==> src/rtl/tme_pkg.sv <==
// Shared types and codes for the trimmed mean engine.
`default_nettype none
package tme_pkg;

	localparam int SampleW = 32;
	localparam int TrimW   = 16;
	localparam int KeptW   = 7;

	typedef enum logic [1:0] {
		FUNC_ADD    = 2'd0,
		FUNC_FINISH = 2'd1,
		FUNC_CLEAR  = 2'd2
	} func_t;

	typedef enum logic [1:0] {
		STATUS_OK       = 2'd0,
		STATUS_EMPTY    = 2'd1,
		STATUS_OVERFLOW = 2'd2
	} status_t;

	typedef enum logic [2:0] {
		ST_IDLE,
		ST_TRIM,
		ST_SCAN,
		ST_DIVGO,
		ST_DIV
	} state_t;

	typedef struct packed {
		logic ins;
		logic shift;
	} cell_ctrl_t;

endpackage
`default_nettype wire

==> src/rtl/tme_cell.sv <==
// One cell of the sorted insertion chain.
`default_nettype none
module tme_cell import tme_pkg::*; #(
	parameter int CW  = 7,
	parameter int IDX = 0
) (
	input  wire logic                      clk,
	input  wire cell_ctrl_t                ctrl,
	input  wire logic [CW-1:0]             count,
	input  wire logic signed [SampleW-1:0] new_val,
	input  wire logic signed [SampleW-1:0] left_val,
	input  wire logic                      left_gt,
	input  wire logic signed [SampleW-1:0] right_val,
	output logic signed [SampleW-1:0]      val,
	output logic                           gt
);

	logic signed [SampleW-1:0] val_q;
	logic                      occupied;

	assign occupied = count > CW'(IDX);
	// An empty slot counts as larger than anything.
	assign gt       = !occupied || (val_q > new_val);
	assign val      = val_q;

	always_ff @(posedge clk) begin
		if (ctrl.ins && gt) begin
			val_q <= left_gt ? left_val : new_val;
		end else if (ctrl.shift) begin
			val_q <= right_val;
		end
	end

endmodule
`default_nettype wire

==> config.mk <==
export PLATFORM = sky130hd
export DESIGN_NAME = tme_cell
export DESIGN_NICKNAME = d
export VERILOG_FILES = /design/src/rtl/tme_pkg.sv /design/src/rtl/tme_cell.sv
export SDC_FILE = /design/constraint.sdc
export NUM_CORES = 1
export LEC_CHECK = 0
export BUFFER_PORTS_ARGS = -buffer_cell sky130_fd_sc_hd__buf_2
export CAP_MARGIN = 20
export CORE_AREA = 10 10 93 95
export CTS_BUF_LIST = sky130_fd_sc_hd__clkbuf_8 sky130_fd_sc_hd__clkbuf_16
export CTS_CLUSTER_SIZE = 8
export DETAILED_ROUTE_END_ITERATION = 16
export DIE_AREA = 0 0 103 105
export GPL_ROUTABILITY_DRIVEN = 0
export GPL_TIMING_DRIVEN = 1
export PLACE_DENSITY = 0.71
export REMOVE_ABC_BUFFERS = 1
export SYNTH_ARGS = -nofsm -noshare
export SYNTH_HDL_FRONTEND = slang
export SYNTH_SLANG_ARGS = --single-unit
==> constraint.sdc <==
create_clock -name clk -period 5.1 [get_ports clk]
set_clock_uncertainty 0.1 [all_clocks]
set_input_delay 1.02 -clock clk [delete_from_list [all_inputs] [get_ports clk]]
set_output_delay 1.02 -clock clk [all_outputs]
set_load 0.03 [all_outputs]
==> impl_metrics.json, run 1 <==
{
  "period_share_pct": 85.97,
  "drc": 0,
  "whs_ns": 0.9384,
  "grt_max_degree": 64,
  "seq_power_share_pct": 35.0,
  "synth_top_area_share_pct": 36.02,
  "antenna_found_initial": 0,
  "reg2regPathDepth": 8,
  "place_area_um2": 3436,
  "slowest_delay_ns": 0.59,
  "insertion_delay_ns": 0.28,
  "fin_crit_ns": 4.384,
  "p_int_mw": 0.6985,
  "maxCapViolations": 0,
  "ir_drop_mv": 0.1905,
  "cts_buffer_depth": 2,
  "antenna_left": 0,
  "syn_to_final_growth_pct": 31.66,
  "cts_made_buffers": 5,
  "fmax_mhz": 228.1,
  "ys.flop_type": "edfxtp_1",
  "nets": 542,
  "grt_pass1_wl_um": 12410,
  "post-cts-setup-buffer-count": 0,
  "slew_violations": 0,
  "fp-row-count": 30,
  "regToRegSetupSlack_ns": 1.63,
  "hold_viol_final": 0,
  "crit_fanout": 6,
  "power.density_nw_per_um2": 326.3,
  "synthArstFlopShare_pct": 0,
  "rr_endpoint": "val[5]",
  "setup_tns_ns": 0,
  "synth-edff-count": 32,
  "cp.arrival_ns": 3.26,
  "tightestPinTransition_ns": 0.9246,
  "cts_tree": "built",
  "drive_above_1_share_pct": 45.91,
  "clock_sinks": 32,
  "post_cts_resized": 0,
  "crit_type": "input pin to output pin",
  "vias": 2425,
  "io_pins": 140,
  "htreeDepth": 2,
  "instances_no_fill": 483,
  "routed_wl_um": 7719,
  "synth.area.top_cells": "edfxtp_1, mux2_4, ha_1",
  "r2r-start": "val[31]",
  "vias_per_cell": 5.021,
  "timing.final.ws_setup_ns": 0.7155,
  "hold_path_class": "input pin to flop",
  "yosysWarnings": 0,
  "hold_depth": 2,
  "synth_top_area_cell": "edfxtp_1",
  "port_buffers": 139,
  "syn_area_um2": 2668,
  "crit_chain": "buf_2, inv_1, ha_1, nand4_1, or4_4, nor3_1, nor3_1, o32a_2, a21bo_2, buf_2",
  "fillers": 648,
  "wl_per_cell_um": 15.98,
  "start_util_pct": 39.48,
  "yosysSeqAreaShare_pct": 36.02,
  "pwr-share-comb_pct": 49.5,
  "leakage_nw": 1.808,
  "die_h_um": 105,
  "endpoint": "gt",
  "clock_tree.root_cell": "clkbuf_8",
  "gr-total-overflow": 0,
  "core_area_um2": 6756,
  "cp-end-kind": "output pin",
  "ys_ff_latch": 32,
  "dpl_worst_slack_ns": 0.7044,
  "rsz0062_at_grt": "false",
  "critPathRequiredTime_ns": 3.98,
  "startpoint_type": "input pin",
  "dieWidth_um": 103,
  "placed_cells": 476,
  "hpwl_um": 6475,
  "die-area_um2": 10820,
  "setup_viol": 0,
  "final_area_um2": 3512,
  "p_sw_mw": 0.4475,
  "synth_cell_types": 26,
  "antenna_cells": 0,
  "clkPwrFrac_pct": 15.5,
  "worstSetupStartpoint": "new_val[31]",
  "first_iter_violations": 52,
  "grt_usage_pct": 14.11,
  "cts_hold_buffers": 0,
  "drtPass1Iterations": 4,
  "outcome": "complete, no violations",
  "slew-limit-headroom_pct": 38.36,
  "grt_pass1_vias": 2621,
  "clk_pin_slew_worst_paths_ns": 0.06,
  "largest_reg_flops": 32,
  "slowest_stage": "or4_4",
  "syn_area_per_cell_um2": 10.10,
  "switching_share_pct": 39.05,
  "synthCells": 264
}
cell families after synthesis:
family	after synthesis	share of synthesized area [%]
compound gates	61	13.46
fa+ha+maj	32	15.01
buf+inv	45	7.177
flops	32	36.02
mux	33	18.01
simple gates	61	10.32
final cells by class:
cell class                      count  area, µm²  area share, %
Clock buffer                        5      68.82          1.959
Sequential cell                    32      960.9          27.36
Clock inverter                      2      7.507         0.2138
Tap cell                           80      100.1          2.850
Timing Repair Buffer              142      718.2          20.45
Inverter                           35      131.4          3.741
Multi-Input combinational cell    187       1525          43.43
worst min-delay path by stage:
stage | startpoint | end | slack (ns)
floorplan | right_val[10] | val[10] | 1.14
global placement | val[31] | val[10] | 1.14
detailed placement | val[31] | val[30] | 1.18
CTS | right_val[29] | val[29] | 0.93
global route | right_val[16] | val[16] | 0.92
finish | right_val[25] | val[25] | 0.94
cells in the mapped netlist (2+ instances only):
master	instances
nor3_1	4
ha_1	32
mux2_2	4
nand4_1	8
nand2_1	41
o211ai_1	2
clkbuf_1	7
a21oi_1	16
buf_6	3
edfxtp_1	32
mux2_4	29
o21ai_0	36
inv_1	35
nand3_1	3
cell usage in the layout (no fill, tap or decap):
cell type  Yosys  final
mux2_4        29     29
o211ai_1       2      2
nor4_1         1      1
mux2_2         4      4
nor2b_1        1      1
clkinv_1       0      2
a21bo_2        1      1
inv_1         35     35
a32oi_2        1      1
clkbuf_8       0      5
a2111o_1       1      1
o311ai_4       0      1
buf_2          0    139
ha_1          32     32
nand2_1       41     41
o32a_2         1      1
nor3_1         4      4
nand4_1        8      8
or4_4          1      1
buf_4          0      3
or2_1          1      1
a221oi_1       1      1
or3_1          1      1
edfxtp_1      32     32
o21ai_0       36     36
o311a_1        1      1
a21oi_1       16     16
nand3_1        3      3
worst max-delay path: cells and delay by family:
| kind | cells | cell delay (ns) |
|---|---|---|
| simple gates | 4 | 1.11 |
| fa+ha+maj | 1 | 0.42 |
| buf+inv | 3 | 0.29 |
| compound gates | 2 | 0.43 |
through the flow:
| stage | util [%] | power, mW |
|---|---|---|
| after global placement | 50.85 | 0.9681 |
| after CTS | 51.98 | 1.163 |
| final | 51.98 | 1.146 |
| after floorplan | - | 0.8103 |
| after detailed placement | 50.85 | 0.9811 |
| after global routing | 51.98 | 1.234 |
power by group through the flow:
stage	registers [mW]	logic, mW	clock network, mW
6_report	0.401	0.568	0.178
5_1_grt	0.409	0.627	0.199
4_1_cts	0.401	0.577	0.184
3_5_place_dp	0.407	0.575	0
3_3_place_gp	0.402	0.566	0
2_1_floorplan	0.518	0.293	0
metal layers:
layer	global-route usage [%]	part of all wire, %	vias to the layer above
met5	0	0	-
met4	3.579	1.1	0
met3	5.929	11	8
met2	24.03	47	104
met1	15.66	41	1085
li1	-	-	1228
(Power assumes the default switching activity.)
==> run 2, diff against run 1 <==
--- a/config.mk
+++ b/config.mk
@@ -6,7 +6,6 @@
 export NUM_CORES = 1
 export LEC_CHECK = 0
 export BUFFER_PORTS_ARGS = -buffer_cell sky130_fd_sc_hd__buf_2
-export CAP_MARGIN = 20
 export CORE_AREA = 10 10 93 95
 export CTS_BUF_LIST = sky130_fd_sc_hd__clkbuf_8 sky130_fd_sc_hd__clkbuf_16
 export CTS_CLUSTER_SIZE = 8
@@ -14,7 +13,7 @@
 export DIE_AREA = 0 0 103 105
 export GPL_ROUTABILITY_DRIVEN = 0
 export GPL_TIMING_DRIVEN = 1
-export PLACE_DENSITY = 0.71
+export PLACE_DENSITY_LB_ADDON = 0.1
 export REMOVE_ABC_BUFFERS = 1
 export SYNTH_ARGS = -nofsm -noshare
 export SYNTH_HDL_FRONTEND = slang
==> run 2 against run 1 <==
Hold slack got worse by 0.0067 ns. Setup slack improved by 0.010 ns. Sequential power barely moved. Sequential share of layout area fell by 0.24 points. Register-to-register slack got worse by 0.10 ns. Critical path depth did not move. Global-route usage fell by 0.47 points. Design area rose by 0.89%. Die area did not move. Power rose by 4.8%. Final cell count rose by 0.21%. Highest routed layer unchanged.
==> impl_metrics.json, run 2 (synthesis results as in run 1) <==
{
  "outcome": "complete, no violations",
  "post_cts_resized": 0,
  "leakage_nw": 1.827,
  "maxCapViolations": 0,
  "tightestPinTransition_ns": 0.9500,
  "ir_drop_mv": 0.1538,
  "antenna_cells": 0,
  "fmax_mhz": 228.6,
  "antenna_left": 0,
  "pwr-share-comb_pct": 46.8,
  "cts_made_buffers": 5,
  "switching_share_pct": 37.55,
  "grt_max_degree": 64,
  "clk_pin_slew_worst_paths_ns": 0.07,
  "cts_hold_buffers": 0,
  "fin_util_pct": 52.44,
  "gr-total-overflow": 0,
  "whs_ns": 0.9317,
  "p_sw_mw": 0.4510,
  "start_util_pct": 39.48,
  "cp-end-kind": "output pin",
  "drive_above_1_share_pct": 46.29,
  "slowest_delay_ns": 0.59,
  "cp.arrival_ns": 3.25,
  "crit_type": "input pin to output pin",
  "dieWidth_um": 103,
  "syn_to_final_growth_pct": 32.83,
  "drc": 0,
  "clock_sinks": 32,
  "htreeDepth": 2,
  "hpwl_um": 6324,
  "final_area_um2": 3543,
  "die_h_um": 105,
  "period_share_pct": 85.77,
  "grt_use_met2_pct": 22.14,
  "io_pins": 140,
  "drtPass1Iterations": 4,
  "post-cts-setup-buffer-count": 0,
  "rsz0062_at_grt": "false",
  "grt_pass1_vias": 2520,
  "insertion_delay_ns": 0.28,
  "cts_buffer_depth": 2,
  "hold_viol_final": 0,
  "grt_usage_pct": 13.64,
  "p_int_mw": 0.7501,
  "crit_chain": "buf_2, inv_1, ha_1, nand4_1, or4_4, nor3_1, nor3_1, o32a_2, a21bo_2, buf_2",
  "largest_reg_flops": 32,
  "final_cell_mix": "buf_2, nand2_1, inv_1, o21ai_0",
  "wl_per_cell_um": 15.68,
  "grt_use_met1_pct": 16.36,
  "cts_tree": "built",
  "setup_tns_ns": 0,
  "clock_tree.root_cell": "clkbuf_8",
  "power.density_nw_per_um2": 339.0,
  "grt_pass1_wl_um": 11910,
  "slew-limit-headroom_pct": 36.67,
  "startpoint_type": "input pin",
  "critPathRequiredTime_ns": 3.98,
  "slew_violations": 0,
  "antenna_found_initial": 0,
  "top_usage_layer": "met2",
  "hold_path_class": "input pin to flop",
  "layout_commonest_cell": "buf_2",
  "fp-row-count": 30,
  "vias": 2307,
  "slowest_stage": "or4_4",
  "crit_fanout": 6,
  "routed_wl_um": 7589,
  "first_iter_violations": 50,
  "core_area_um2": 6756,
  "die-area_um2": 10820,
  "clkPwrFrac_pct": 20.0,
  "place_area_um2": 3436,
  "vias_per_cell": 4.767,
  "setup_viol": 0,
  "grtUsageMet3_pct": 5.929,
  "port_buffers": 139,
  "seq_power_share_pct": 33.3,
  "fin_crit_ns": 4.374,
  "nets": 542
}
==> run 2: critical path, delay by kind of cell <==
| family | cells | cell delay [ns] |
|---|---|---|
| and+or+nand+nor | 4 | 1.10 |
| buffers and inverters | 3 | 0.28 |
| adders and majority gates | 1 | 0.42 |
| AOI/OAI and AO/OA | 2 | 0.42 |
==> run 2: final timing paths <==
check	depth (start not counted)	slack (ns)	start	end
setup / recovery	10	0.73	new_val[31]	gt
hold / removal	2	0.93	right_val[19]	val[19]
setup reg to reg	8	1.53	val[31]	val[0]
hold reg to reg	3	1.16	val[31]	val[11]
==> run 2: stage by stage <==
stage          worst slack (ns)  total power [mW]  cells
5_1_grt                  0.5533             1.284    484
2_1_floorplan           -0.3432            0.8103    254
3_5_place_dp             0.7242            0.9773    476
4_1_cts                  0.7047             1.220    484
3_3_place_gp             0.8331            0.9700    476
6_report                 0.7259             1.201    484
==> run 2: layer usage <==
layer / up-vias / wire [µm]
met1: 983 / 3290
met3: 2 / 874
met4: 0 / 24
met2: 92 / 3400
met5: - / 0
li1: 1230 / -
==> run 2: power by group through the flow <==
| stage | logic [mW] | clock network, mW | registers [mW] |
|---|---|---|---|
| floorplan | 0.293 | 0 | 0.518 |
| global placement | 0.566 | 0 | 0.404 |
| detailed placement | 0.571 | 0 | 0.406 |
| CTS | 0.574 | 0.246 | 0.400 |
| global route | 0.622 | 0.255 | 0.407 |
| finish | 0.562 | 0.240 | 0.400 |
==> run 2: cell type report <==
cell class / instances / area [µm²]
Fill cell: 686 / 3213
Multi-Input combinational cell: 187 / 1525
Sequential cell: 32 / 960.9
Timing Repair Buffer: 142 / 718.2
Inverter: 35 / 131.4
Tap cell: 80 / 100.1
Clock buffer: 5 / 68.82
Clock inverter: 3 / 38.79
