--- src/rtl/tme_div.sv ---
// Restoring divider, one quotient bit per cycle.
`default_nettype none
module tme_div #(
	parameter int SW = 38,
	parameter int CW = 7
) (
	input  wire logic          clk,
	input  wire logic          arst_n,
	input  wire logic          start,
	input  wire logic [SW-1:0] dividend,
	input  wire logic [CW-1:0] divisor,
	output logic               done,
	output logic [SW-1:0]      quotient
);

	localparam int NW = $clog2(SW + 1);

	logic [SW-1:0] dq_q;
	logic [CW-1:0] rem_q;
	logic [NW-1:0] left_q;
	logic          run_q;
	logic          done_q;
	logic [CW:0]   trial;
	logic          take;

	assign trial    = {rem_q, dq_q[SW-1]};
	assign take     = trial >= {1'b0, divisor};
	assign done     = done_q;
	assign quotient = dq_q;

	always_ff @(posedge clk or negedge arst_n) begin
		if (!arst_n) begin
			run_q  <= 1'b0;
			done_q <= 1'b0;
			left_q <= '0;
		end else begin
			done_q <= 1'b0;
			if (start) begin
				run_q  <= 1'b1;
				left_q <= NW'(SW);
			end else if (run_q) begin
				left_q <= left_q - NW'(1);
				if (left_q == NW'(1)) begin
					run_q  <= 1'b0;
					done_q <= 1'b1;
				end
			end
		end
	end

	always_ff @(posedge clk) begin
		if (start) begin
			dq_q  <= dividend;
			rem_q <= '0;
		end else if (run_q) begin
			rem_q <= take ? CW'(trial - {1'b0, divisor}) : CW'(trial);
			dq_q  <= {dq_q[SW-2:0], take};
		end
	end

endmodule
`default_nettype wire

--- config.mk ---
export PLATFORM = sky130hd
export DESIGN_NAME = tme_div
export DESIGN_NICKNAME = d
export VERILOG_FILES = /design/src/rtl/tme_div.sv
export SDC_FILE = /design/constraint.sdc
export NUM_CORES = 1
export LEC_CHECK = 0
export ABC_AREA = 1
export BUFFER_PORTS_ARGS = -buffer_cell sky130_fd_sc_hd__buf_2
export CAP_MARGIN = 5
export CORE_MARGIN = 10
export CORE_UTILIZATION = 55
export DETAILED_ROUTE_END_ITERATION = 6
export GPL_TIMING_DRIVEN = 0
export PLACE_DENSITY = 0.83
export SETUP_SLACK_MARGIN = 0.15
export SYNTH_ARGS = -nofsm -noshare
export SYNTH_HDL_FRONTEND = slang
export SYNTH_SLANG_ARGS = --single-unit
--- constraint.sdc ---
create_clock -name clk -period 4.2 [get_ports clk]
set_input_delay 0.21 -clock clk [delete_from_list [all_inputs] [get_ports clk]]
set_output_delay 0.21 -clock clk [all_outputs]
set_load 0.05 [all_outputs]
==> flow_summary.toml, run 1 <==
[cts]
numCtsBuffers = 5
cts_resized = 0
cts_setup_buffers = 0
cts_hold_buf = 1
tritoncts = "done"
cts.clk_slew.worst_paths_ps = 100
h-tree-depth = 2
ctsLongestPathBuffers = 2
cts-root-buf = "clkbuf_8"
clk_latency_ps = 320
cts.sinks = 53

[setup_path]
endpoint_kind = "flip-flop"
path_class = "reg -> reg"
cp-start-kind = "flip-flop"
crit_path_max_fanout = 8
worstPathArrival_ps = 2200
crit_required_ps = 4460

[timing]
finalCriticalPeriod_ps = 1940
finClkSkew_ps = 11.1
max_slew_margin = 0.420
slew_viol_final = 0
finalHoldViolCount = 0
max_clock_freq_ghz = 0.516
tns_ps = 0
rsz0062_at_grt = "no"
setup_slack_ps = 2260
setup_viol = 0
post-route-period-util = 0.462
holdWs_ps = 154
worst_slew_pin_slew_ps = 869

[hold_path]
hold_path.class = "in -> reg"

[floorplanning]
rows = 25
die_area_sq_um = 8100
die_y_microns = 90.0
initial_utilization = 0.570
die_w_microns = 90.0
io_pins = 87
core_sq_um = 4720

[synth]
synth_warnings = 0
synth_cell_types = 25
yosysTopAreaCellShare = 0.424
synthCells = 320
syn-num-nets = 378
ys_ff_latch = 53
avgSynthCellArea_sq_um = 8.42
synth_area_leaders = "edfxtp_1, nand2_1, dfrtp_1"
synth_top_area_cell = "edfxtp_1"
synth_seq_area_share = 0.550
synth_area_sq_um = 2690

[detailed_routing]
dr.pass1.iters = 4
drc = 0
ant_nets = 0
viasPerCell = 4.86
drt_iter0_drc = 147
routedWlPerCell_microns = 13.5
vias = 2337
drt_wl_total_mm = 6.51

[power_and_ir_drop]
power_density_nw_per_um2 = 503
power.total_mw = 1.68
swShare = 0.379
seqPwrFrac = 0.408
p_int_mw = 1.04
pwr-share-clk = 0.219
p_leak_nw = 1.78
power_switching_mw = 0.634
pwr-share-comb = 0.373
vdd_drop_max_uv = 291

[final_layout]
drive_gt1_frac = 0.249
final_area_sq_um = 3330
antenna_cells = 0
final_util = 0.706
area_growth_pct = 23.7
fin_cells = 481
nNetsFinal = 471

[grt]
grt_max_degree = 43
grt_pass1_wl_mm = 11.0
track_usage = 0.164
grt_pass1_vias = 2332
antenna_found_initial = 0
grt-ovfl-total = 0

[place]
place_area_sq_um = 3200
place_congestion = 0.838
numPortBuffers = 85
placed_cells = 472
place_hpwl_mm = 5.08
dp_slack_ps = 2290

[run_status]
status = "completed"

[run]
cap_violations = 0
## flip-flops by register name, indices dropped and copies added (netlist names)
| signal | flops |
|---|---|
| rem_q | 7 |
| quotient | 38 |
| done | 1 |
| left_q | 6 |
| run_q | 1 |
## placed cells by master (no fill, tap or decap), types with 2 or more instances in the layout
| cell | netlist | routed |
|---|---|---|
| edfxtp_1 | 38 | 38 |
| inv_1 | 29 | 28 |
| o21ai_0 | 2 | 2 |
| nand2_1 | 157 | 157 |
| nand4_1 | 3 | 3 |
| nor2_1 | 11 | 11 |
| o21ai_1 | 4 | 4 |
| dfxtp_1 | 7 | 7 |
| nand3_1 | 20 | 20 |
| xor2_1 | 2 | 2 |
| clkbuf_8 | 0 | 6 |
| buf_2 | 3 | 88 |
| ha_1 | 9 | 9 |
| nor3_1 | 3 | 3 |
| dfrtp_1 | 8 | 8 |
| a21oi_1 | 4 | 4 |
| nand3b_1 | 4 | 4 |
| clkbuf_1 | 6 | 6 |
| inv_2 | 3 | 4 |
## cell usage after synthesis, drive strengths merged
master,number
a21oi,5
a22oi,1
a31oi,1
buf,3
clkbuf,6
dfrtp,8
dfxtp,7
edfxtp,38
fa,1
ha,9
inv,32
nand2,157
nand3,21
nand3b,4
nand4,3
nor2,12
nor3,3
o21ai,6
or2,1
xor2,2
## routing by layer
layer	vias to the layer above	GRT usage	wire length, microns
met5	-	0	0
met4	0	0.0504	118
met3	8	0.0640	473
met2	68	0.274	3050
met1	1055	0.189	2860
li1	1206	-	-
## logic make-up after synthesis
| group | after synthesis | synth area share |
|---|---|---|
| adders and majority gates | 10 | 0.0492 |
| and+or+nand+nor | 201 | 0.306 |
| buffers and inverters | 41 | 0.0585 |
| xor gates and xnor gates | 2 | 0.00650 |
| DFF | 53 | 0.550 |
| AOI/OAI and AO/OA | 13 | 0.0297 |
## power by group through the flow
stage,logic (mW),clock network (mW),registers (mW)
final,0.626,0.366,0.684
after detailed placement,0.625,0,0.695
after CTS,0.628,0.367,0.685
after global placement,0.609,0,0.693
after floorplan,0.356,0,0.821
after global routing,0.705,0.391,0.695
## final timing paths
path / from / end / slack (ps) / cells after the start
min reg2reg: rem_q[6] / rem_q[6] / 480 / 2
max in group asynchronous: arst_n / left_q[0] / 3760 / 2
min: dividend[34] / quotient[34] / 150 / 3
max reg2reg: quotient[37] / rem_q[3] / 2260 / 12
min in group asynchronous: arst_n / done / 260 / 2
max: quotient[37] / rem_q[3] / 2260 / 12
## worst max-delay path, cell delays in order, from the launching register on
cell      delay (ps)
edfxtp_1         350
inv_1             60
ha_1             200
fa_1             400
inv_1            100
nand2_1           50
nand2_1           80
nand2_1           80
nand2_1           70
nand2_1          170
nand3b_1         140
nand3_1          100
nand2_1           80
## cell type report
type / count / area [sq um]
Sequential cell: 53 / 1480
Fill cell: 399 / 1390
Multi-Input combinational cell: 226 / 1050
Timing Repair Buffer: 86 / 435
Inverter: 32 / 120
Tap cell: 67 / 83.8
Clock buffer: 6 / 82.6
Clock inverter: 2 / 37.5
Buffer: 9 / 37.5
No activity file was read; power rests on OpenSTA's default activity.
==> inputs of run 2 (changes only) <==
--- a/config.mk
+++ b/config.mk
@@ -9,10 +9,10 @@
 export BUFFER_PORTS_ARGS = -buffer_cell sky130_fd_sc_hd__buf_2
 export CAP_MARGIN = 5
 export CORE_MARGIN = 10
-export CORE_UTILIZATION = 55
+export CORE_UTILIZATION = 46
 export DETAILED_ROUTE_END_ITERATION = 6
 export GPL_TIMING_DRIVEN = 0
-export PLACE_DENSITY = 0.83
+export PLACE_DENSITY = 0.73
 export SETUP_SLACK_MARGIN = 0.15
 export SYNTH_ARGS = -nofsm -noshare
 export SYNTH_HDL_FRONTEND = slang
==> constraint.sdc (replaced) <==
create_clock -name clk -period 1.62 [get_ports clk]
set_input_delay 0.081 -clock clk [delete_from_list [all_inputs] [get_ports clk]]
set_output_delay 0.081 -clock clk [all_outputs]
set_load 0.05 [all_outputs]
==> run 2 against run 1 <==
The flow now finishes with violations (negative setup slack). Utilization fell by 8.8 points. Non-clock buffer count rose by 9. Wire length rose by 9.8%. Register-to-register slack got worse by 2300 ps. Via count rose by 3.1%. Maximum frequency rose by 14%. Total power rose to 2.5 times the previous value. First-iteration DRC count rose by 3.4%. Sequential power rose to 2.6 times the previous value. Worst setup slack got worse by 2300 ps. Critical path type unchanged.
==> flow_summary.toml, run 2 (synthesis results as in run 1) <==
[grt]
grt-ovfl-total = 0
grt_max_degree = 16
grt_pass1_vias = 2336
track_usage = 0.147
antenna_found_initial = 0
grt_pass1_wl_mm = 10.9

[final_layout]
fillers = 512
layout_commonest_cell = "nand2_1"
drive_gt1_frac = 0.298
antenna_cells = 0
area_growth_pct = 28.6
final_area_sq_um = 3460
largest_register_ffs = 38
fin_cells = 498
layout_common_cells = "nand2_1, buf_2, edfxtp_1, inv_1, nand3_1"
nNetsFinal = 483

[power_and_ir_drop]
seqPwrFrac = 0.419
power.total_mw = 4.26
p_leak_nw = 1.83
swShare = 0.399
pwr-share-clk = 0.169
p_int_mw = 2.56
vdd_drop_max_uv = 594
pwr-share-comb = 0.412
power_switching_mw = 1.70
power_density_nw_per_um2 = 1230

[cts]
cts-root-buf = "clkbuf_8"
ctsLongestPathBuffers = 2
cts.clk_slew.worst_paths_ps = 90
clk_latency_ps = 300
cts.sinks = 53
tritoncts = "done"
numCtsBuffers = 5
h-tree-depth = 2

[timing]
slew_viol_final = 0
setup_viol = 8
finalCriticalPeriod_ps = 1710
setup_slack_ps = -86.0
holdWs_ps = 44.9
finClkSkew_ps = 4.84
worst_slew_pin_slew_ps = 518
finalHoldViolCount = 0
max_slew_margin = 0.654
rsz0062_at_grt = "yes"
max_clock_freq_ghz = 0.586
tns_ps = -524
post-route-period-util = 1.05

[detailed_routing]
vias = 2409
drc = 0
wl_met2_mm = 3.45
wl_met3_microns = 662
drt_iter0_drc = 152
viasPerCell = 4.84
dr.pass1.iters = 4
ant_nets = 0
top_layer = "met4"
routedWlPerCell_microns = 14.3
drt_wl_total_mm = 7.15
wl_met1_mm = 2.98

[setup_path]
crit_chain = "inv_2, ha_4, fa_2, inv_2, nand2_2, nand2_2, nand2_2, nand2_2, nand2_4, nand3b_1, nand3_1, nand2_1"
endpoint_kind = "flip-flop"
crit_required_ps = 1870
worstPathArrival_ps = 1950
crit_path_top_delay_cell = "edfxtp_1"
crit_path_max_fanout = 8
path_class = "reg -> reg"
crit_top_cell = "nand2_2"
critPathMaxStageDelay_ps = 370
cp-start-kind = "flip-flop"

[floorplanning]
core_sq_um = 5610
rows = 27
die_w_microns = 96.5
initial_utilization = 0.480
io_pins = 87
die_y_microns = 96.5
die_area_sq_um = 9320

[place]
place_congestion = 0.833
placed_cells = 477
place_area_sq_um = 3230
place_hpwl_mm = 5.20
numPortBuffers = 85

[run_status]
violations = "negative setup slack"
status = "finished, violations left"

[hold_path]
hold_path.class = "in -> reg"

[run]
cap_violations = 0
## run 2: power by group through the flow
stage / combinational (mW) / sequential, mW / clock (mW)
after floorplan: 0.943 / 2.13 / 0
after global placement: 1.61 / 1.80 / 0
after detailed placement: 1.64 / 1.81 / 0
after CTS: 1.73 / 1.78 / 0.734
after global routing: 1.94 / 1.81 / 0.774
final: 1.75 / 1.78 / 0.720
## run 2: per-stage QoR
stage / utilization / worst slack, ps
4_1_cts: 0.616 / -42.0
5_1_grt: 0.618 / -220
6_report: 0.618 / -86.0
3_5_place_dp: 0.576 / -499
2_1_floorplan: - / -363
3_3_place_gp: 0.576 / -513
## run 2: path summary, 6_finish.rpt
| check | startpoint | end | slack (ps) | cells after the start |
|---|---|---|---|---|
| worst max-delay path | quotient[37] | rem_q[5] | -90 | 12 |
| worst min-delay path | dividend[6] | quotient[6] | 40 | 3 |
| worst max register to register | quotient[37] | rem_q[5] | -90 | 12 |
| worst min register to register | rem_q[6] | rem_q[6] | 470 | 2 |
| max in group asynchronous | arst_n | left_q[3] | 1300 | 2 |
| min in group asynchronous | arst_n | left_q[4] | 140 | 2 |
## run 2: routing by layer
| layer | vias up | global-route usage |
|---|---|---|
| li1 | 1232 | - |
| met1 | 1106 | 0.180 |
| met2 | 64 | 0.241 |
| met3 | 7 | 0.0517 |
| met4 | 0 | 0.0436 |
| met5 | - | 0 |
## run 2: layout make-up
class                      instances  area, sq um  area share
clock inverter                     1         5.00     0.00144
tap                               72         90.1      0.0260
timing repair buffer              95          515       0.149
multi-input combinational        226         1110       0.321
sequential                        53         1480       0.428
buffer                             9         37.5      0.0108
timing repair inverter             3         22.5     0.00650
inverter                          32          124      0.0358
clock buffer                       7         76.3      0.0220
## run 2: timing repair
item                       in CTS  in global routing
cloned                          3                  0
resized for setup              13                  1
pin swaps                       2                  3
hold buffers                    1                  0
setup buffers                   8                  1
setup endpoints to repair      48                  9
hold endpoints to repair        8                  0
## run 2: critical path, delay by kind of cell, from the launching register on
kind	cells	cell delay, ps
simple gates	8	630
fa+ha+maj	2	500
flops	1	370
buf+inv	2	140
==> inputs of run 3 (changes only) <==
--- a/config.mk
+++ b/config.mk
@@ -8,8 +8,10 @@
 export ABC_AREA = 1
 export BUFFER_PORTS_ARGS = -buffer_cell sky130_fd_sc_hd__buf_2
 export CAP_MARGIN = 5
+export CELL_PAD_IN_SITES_DETAIL_PLACEMENT = 1
+export CELL_PAD_IN_SITES_GLOBAL_PLACEMENT = 1
 export CORE_MARGIN = 10
-export CORE_UTILIZATION = 46
+export CORE_UTILIZATION = 33
 export DETAILED_ROUTE_END_ITERATION = 6
 export GPL_TIMING_DRIVEN = 0
 export PLACE_DENSITY = 0.73
==> run 3 against run 2 <==
Die area rose by 31%. Clock power rose by 5.4%. Highest routed layer unchanged. The run still ends with negative setup slack left. Total power grew 3.6%. Register-to-register slack better by 20 ps. Sequential share of layout area decreased by 1.4 points.
==> flow_summary.toml, run 3 (synthesis results as in run 1) <==
[final_layout]
final_area_sq_um = 3580
antenna_cells = 0
largest_register_ffs = 38
layout_common_cells = "nand2_1, buf_2, edfxtp_1, inv_1"
nNetsFinal = 491
seq_area_sq_um = 1480
multi_input_area_sq_um = 1130
drive_gt1_frac = 0.320
fin_cells = 536
layout_commonest_cell = "nand2_1"
fillers = 1008
area_growth_pct = 33.1

[place]
numPortBuffers = 85
place_hpwl_mm = 6.14
dp_slack_ps = -599
place_area_sq_um = 3270
place_congestion = 0.776
placed_cells = 507

[setup_path]
cp-startpoint = "quotient[37]"
crit_path_top_delay_cell = "edfxtp_1"
ff2ff_setup_slack_ps = -60
endpoint_kind = "flip-flop"
crit_required_ps = 1870
r2r-start = "quotient[37]"
crit_path_max_fanout = 8
path_class = "reg -> reg"
crit_top_cell = "nand2_2"
cp-start-kind = "flip-flop"
timing.rr.end = "rem_q[6]"
crit_chain = "inv_2, ha_4, fa_2, inv_2, nand2_2, nand2_2, nand2_2, nand2_2, nand2_4, nand3b_1, nand3_1, nand2_1"
critical_path_depth = 12
critPathMaxStageDelay_ps = 370
worstRegToRegCells = 12
worstPathArrival_ps = 1940
critPathBufInv = 2
critical_path.top_delay_family = "simple AND/OR/NAND/NOR gates"
worstSetupEndpoint = "rem_q[6]"

[detailed_routing]
drt_iter0_drc = 84
dr.pass1.iters = 4
routedWlPerCell_microns = 15.2
drc = 0
viasPerCell = 4.56
drt_wl_total_mm = 8.13
vias = 2443
ant_nets = 0

[timing]
finalHoldViolCount = 0
slew_viol_final = 0
rsz0062_at_grt = "yes"
finalCriticalPeriod_ps = 1680
worst_slew_pin_slew_ps = 488
max_slew_margin = 0.675
setup_slack_ps = -64.9
setup_viol = 8
tns_ps = -316
post-route-period-util = 1.04
max_clock_freq_ghz = 0.594
finClkSkew_ps = 9.83

[grt]
use_met1 = 0.163
grtUsageMet3 = 0.0331
met2_usage = 0.227
grt_max_degree = 17
grt-ovfl-total = 0
grt_pass1_vias = 2600
busiest_layer = "met2"
track_usage = 0.132
antenna_found_initial = 0
grt_pass1_wl_mm = 12.8

[run]
cap_violations = 0

[power_and_ir_drop]
power.total_mw = 4.41
power_density_nw_per_um2 = 1230
p_leak_nw = 1.87
vdd_drop_max_uv = 488

[cts]
cts.clk_slew.worst_paths_ps = 100
ctsLongestPathBuffers = 2
numCtsBuffers = 5
clk_latency_ps = 310
cts.sinks = 53
tritoncts = "done"
h-tree-depth = 2
cts-root-buf = "clkbuf_8"

[hold_path]
hold_path.class = "in -> reg"

[floorplanning]
io_pins = 87
initial_utilization = 0.343
core_sq_um = 7850
die_area_sq_um = 12200
die_w_microns = 110
die_y_microns = 110
rows = 32

[run_status]
violations = "negative setup slack"
status = "finished, violations left"
run 3: worst min-delay path, delay by kind of cell:
family,cells,cell delay (ps)
buffers and inverters,1,70
and+or+nand+nor,2,90
run 3: power by group:
| group | total, mW | internal (mW) | leakage, nW | switching, mW |
|---|---|---|---|---|
| registers | 1.79 | 1.66 | 0.568 | 0.128 |
| clock network | 0.759 | 0.300 | 0.0455 | 0.459 |
| logic | 1.87 | 0.648 | 1.26 | 1.22 |
| total | 4.41 | 2.61 | 1.87 | 1.80 |
run 3: layer usage:
layer  routed length (microns)  part of all wire
met5                         0                 0
met4                        63            0.0078
met3                       446             0.055
met2                      4030              0.50
met1                      3580              0.44
run 3: what timing repair did:
action                                  in CTS  in global routing
pin swaps                                    6                  4
gates resized for setup                     14                  4
endpoints found under the setup margin      48                 48
buffers inserted                            13                  4
hold buffers                                 1                  0
hold endpoints to repair                     8                  0
gates cloned                                 3                  0
run 3: how the worst min path moves through the flow:
stage                             from           end  slack (ps)  cells after the start
after floorplan                 arst_n          done        -210                      0
after CTS                 dividend[33]  quotient[33]          20                      3
final                      dividend[2]   quotient[2]          30                      3
after detailed placement        arst_n          done         -60                      1
after global routing      dividend[28]  quotient[28]          30                      3
after global placement          arst_n          done         -60                      1
run 3: stage by stage:
stage,hold slack [ps],util
6_report,31.8,0.457
5_1_grt,27.5,0.457
4_1_cts,21.2,0.449
3_5_place_dp,-61.1,0.416
3_3_place_gp,-60.5,0.416
2_1_floorplan,-215,-
run 3: cell type report:
class,instances,share of cell area
Sequential cell,53,0.413
Clock inverter,3,0.00489
Buffer,9,0.0105
Inverter,32,0.0346
Multi-Input combinational cell,226,0.315
Timing Repair Buffer,103,0.161
Tap cell,102,0.0356
Clock buffer,5,0.0192
Timing Repair inverter,3,0.00628
